## config.mk

```make
export PLATFORM = sky130hd
export DESIGN_NAME = vec3_sqrt
export DESIGN_NICKNAME = d
export VERILOG_FILES = /design/src/hdl/vec3_sqrt.sv
export SDC_FILE = /design/constraint.sdc
export NUM_CORES = 2
export LEC_CHECK = 0
export BUFFER_PORTS_ARGS = -buffer_cell sky130_fd_sc_hd__buf_4
export CORE_MARGIN = 1.5
export CORE_UTILIZATION = 50
export CTS_CLUSTER_DIAMETER = 40
export DETAILED_ROUTE_END_ITERATION = 7
export PLACE_DENSITY = 0.65
export REMOVE_ABC_BUFFERS = 1
export SLEW_MARGIN = 15
export SYNTH_ARGS = -nofsm -noshare
export SYNTH_HDL_FRONTEND = slang
export SYNTH_MEMORY_MAX_BITS = 65536
export SYNTH_SLANG_ARGS = --single-unit
```

## constraint.sdc

```tcl
create_clock -name clk -period 7.54 [get_ports clk]
set_input_delay 2.262 -clock clk [delete_from_list [all_inputs] [get_ports clk]]
set_output_delay 2.262 -clock clk [all_outputs]
set_load 0.02 [all_outputs]
```

## src/hdl/vec3_sqrt.sv

```systemverilog
`timescale 1ns / 1ps

// one result bit per stage, restoring square root
module vec3_sqrt #(
    parameter int W    = 32,
    parameter int SB_W = 8
) (
    input  logic              clk,
    input  logic              rst_n,
    input  logic              en,
    input  logic              in_valid,
    input  logic [2*W-1:0]    rad,
    input  logic [SB_W-1:0]   sb_in,
    output logic              out_valid,
    output logic [W-1:0]      root,
    output logic [SB_W-1:0]   sb_out
);

    logic              v_reg    [W];
    logic [W:0]        rem_reg  [W];
    logic [W-1:0]      root_reg [W];
    logic [2*W-1:0]    rad_reg  [W];
    logic [SB_W-1:0]   sb_reg   [W];

    for (genvar k = 0; k < W; k++)
    begin : g_step
        logic            v_p;
        logic [W:0]      rem_p;
        logic [W-1:0]    root_p;
        logic [2*W-1:0]  rad_p;
        logic [SB_W-1:0] sb_p;
        logic [W+2:0]    cat;
        logic [W+2:0]    trial;
        logic [W+2:0]    sub;
        logic            take;

        if (k == 0)
        begin : g_first
            assign v_p    = in_valid;
            assign rem_p  = '0;
            assign root_p = '0;
            assign rad_p  = rad;
            assign sb_p   = sb_in;
        end
        else
        begin : g_rest
            assign v_p    = v_reg[k-1];
            assign rem_p  = rem_reg[k-1];
            assign root_p = root_reg[k-1];
            assign rad_p  = rad_reg[k-1];
            assign sb_p   = sb_reg[k-1];
        end

        always_comb
        begin
            cat   = {rem_p, rad_p[2*W-1:2*W-2]};
            trial = {1'b0, root_p, 2'b01};
            sub   = cat - trial;
            take  = (cat >= trial);
        end

        always_ff @(posedge clk or negedge rst_n)
        begin
            if (!rst_n)
                v_reg[k] <= 1'b0;
            else if (en)
                v_reg[k] <= v_p;
        end

        always_ff @(posedge clk)
        begin
            if (en)
            begin
                rem_reg[k]  <= take ? sub[W:0] : cat[W:0];
                root_reg[k] <= {root_p[W-2:0], take};
                rad_reg[k]  <= {rad_p[2*W-3:0], 2'b00};
                sb_reg[k]   <= sb_p;
            end
        end
    end

    assign out_valid = v_reg[W-1];
    assign root      = root_reg[W-1];
    assign sb_out    = sb_reg[W-1];

endmodule

```

==> flow_summary.yaml <==
critical_path:
  reg2reg_to: "rem_reg[7][46]"
  path_class: "reg -> reg"
  cp_slowest_cell: "a211oi_4"
  path_buf_inv: 1
  r2r_start: "rem_reg[7][8]"
  end_kind: "register"
  ff2ff_setup_slack_ps: 3190
  start_kind: "register"
  r2r_cells: 11
  crit_required_ps: 8170
  path_max_fanout: 39
  cp.arrival_ps: 4990
  cp-startpoint: "rem_reg[7][8]"
  crit_family: "compound AO/OA/AOI/OAI gates"
  worstPathCellList: "ha_1 > a21oi_1 > o21ai_0 > a211oi_1 > a221oi_1 > or3_1 > o221ai_1 > o21ai_1 > a211oi_4 > buf_4 > mux2_2"
  cp_slowest_stage_delay_ps: 730
placed_design:
  hpwl_um: 181000
  post-place-ws_ps: 3220
  gp_congestion: 0.904
  placed_cell_area_mm2: 0.130
  port_buffers: 116
sta:
  slew_headroom: 0.244
  tns_ps: 0
  final.min_clock_period_ps: 4350
  fmax_mhz: 230
  slew_violations: 0
  fin_crit_sh: 0.577
  setup_viol: 0
  hold_viol: 0
  rsz0062_at_grt: "no"
  worstMarginPinSlew_ps: 1130
  finalClockSkew_ps: 60.4
  fin_ws_ps: 3190
clock_network:
  cts_resized: 0
  numCtsBuffers: 400
  cts_hold_buf: 0
  clkSinkCount: 2783
  cts_setup_buffers: 0
  h-tree-depth: 5
  tritoncts: "yes"
  insertion_delay_ps: 890
  cts_buffer_depth: 4
  cts-root-buf: "clkbuf_16"
  clk_pin_slew_ps: 60
routing:
  via_count: 72800
  drc: 0
  via_per_inst: 5.44
  wl_per_cell_um: 19.0
  drtIter0Drc: 5516
  firstDrtPassIters: 6
  wirelength_um: 255000
  drtAntennaViolNets: 0
layout:
  largest_reg_flops: 992
  final_cell_mix: "2751 x edfxtp_1, 719 x inv_1, 579 x nand2_1"
  drive_gt1_frac: 0.108
  final_util: 0.578
  nNetsFinal: 10400
  fin_area_mm2: 0.144
  layout_commonest_cell: "edfxtp_1"
  syn2layout_area_growth_pct: 15.0
min_path:
  hp-class: "reg -> reg"
  holdPathStages: 0
  hp-start: "rad_reg[0][845]"
  worstHoldEndpoint: "rad_reg[0][909]"
floorplanning:
  io_pins: 117
  num_rows: 183
  start_util: 0.503
  die_y_um: 503
  die_w_um: 503
  design.die.area_mm2: 0.253
  core_mm2: 0.249
synthesis:
  ys_seq_area_frac: 0.667
  yosysWarnings: 0
  synth_edf_count: 2751
  synth_cell_type_count: 93
  syn_inst: 9298
  ys_ff_latch: 2783
  async_flop_share: 0.0115
  syn-cell-area_mm2: 0.125
  synth_area_per_cell_um2: 13.4
  ys.flop_type: "edfxtp_1"
global_route:
  antenna_found_initial: 3
  grt_pass1_wl_um: 400000
  first_global_vias: 72200
  grt_start_max_net_pins: 177
  grtUsageTotal: 0.199
  grt_overflow: 0
run:
  cap_violations: 0
power_and_ir_drop:
  cellLeakagePower_nw: 54.8
  total_power_mw: 47.3
  power_density_mw_per_mm2: 329
  peakVddDrop_mv: 0.211
status:
  outcome: "finished, final reports clean"
==> report_power, final <==
part,switching (mW),internal (mW)
combinational,4.76,3.45
clock,7.16,11.2
sequential,1.31,19.5
total,13.2,34.1
==> synth_stat cells (all sizes together), types with 13 or more instances <==
| cell type | instances | area (um2) |
|---|---|---|
| nand3b | 24 | 193 |
| nor2 | 579 | 2180 |
| mux2 | 129 | 1450 |
| inv | 720 | 2700 |
| nand2 | 579 | 2170 |
| nand4 | 89 | 557 |
| or2 | 59 | 369 |
| a21oi | 578 | 2900 |
| or4 | 63 | 473 |
| nor2b | 93 | 582 |
| nor3 | 213 | 1070 |
| mux2i | 16 | 160 |
| o2111ai | 13 | 114 |
| nor4b | 15 | 138 |
| and2 | 46 | 288 |
| and4 | 25 | 219 |
| edfxtp | 2751 | 82600 |
| xor2 | 399 | 3490 |
| and3 | 48 | 300 |
| o21a | 123 | 923 |
| nand2b | 113 | 707 |
| o31a | 16 | 140 |
| ha | 561 | 7020 |
| nand3 | 131 | 656 |
| a211oi | 39 | 293 |
| o31ai | 75 | 563 |
| a21boi | 40 | 300 |
| o21bai | 35 | 263 |
| a21o | 219 | 1640 |
| a2111oi | 16 | 146 |
| dfrtp | 32 | 801 |
| buf | 25 | 118 |
| nor4 | 123 | 782 |
| o21ai | 457 | 2290 |
| xnor2 | 366 | 3210 |
| a31oi | 44 | 282 |
| o211ai | 23 | 173 |
| clkbuf | 147 | 552 |
| nand4b | 13 | 114 |
| or3 | 94 | 588 |
| nor3b | 28 | 215 |
==> final cells by class <==
type | instances | area (um2)
Multi-Input combinational cell | 5622 | 38300
Tap cell | 3330 | 4170
Clock inverter | 303 | 3240
Antenna cell | 6 | 15.0
Clock buffer | 432 | 10300
Inverter | 721 | 2710
Sequential cell | 2783 | 83400
Timing Repair Buffer | 186 | 1620
Fill cell | 19700 | 105000
==> layer usage <==
metal,wire length (um),track usage,vias to the layer above
met5,0,0,-
met4,10000,0.0806,0
met3,9440,0.0245,541
met2,124000,0.337,1688
met1,111000,0.261,35100
li1,-,-,35500
==> per-stage QoR <==
stage               hold WS, ps  instances
floorplan                   400       9126
global placement            400      12600
detailed placement          405      12600
CTS                         369      13400
global route                371      13400
finish                      373      13400
==> how the worst max path moves through the flow <==
stage	endpoint	slack, ps	cells after the start
floorplan	rem_reg[7][46]	1480	10
global placement	sb_reg[7][25]	3180	3
detailed placement	rad_reg[0][11]	3220	3
CTS	rem_reg[7][46]	3220	11
global route	rem_reg[2][108]	2930	8
finish	rem_reg[7][46]	3190	11
==> cells by family after synthesis <==
logic type / Yosys count / share of synthesized area
buffers and inverters: 893 / 0.0270
and+or+nand+nor: 2350 / 0.0940
muxes: 145 / 0.0129
adders and majority gates: 561 / 0.0561
AOI/OAI and AO/OA: 1800 / 0.0892
DFF: 2783 / 0.667
xor gates and xnor gates: 765 / 0.0536
other: 1 / 0.0000300
(Power assumes the default switching activity.)
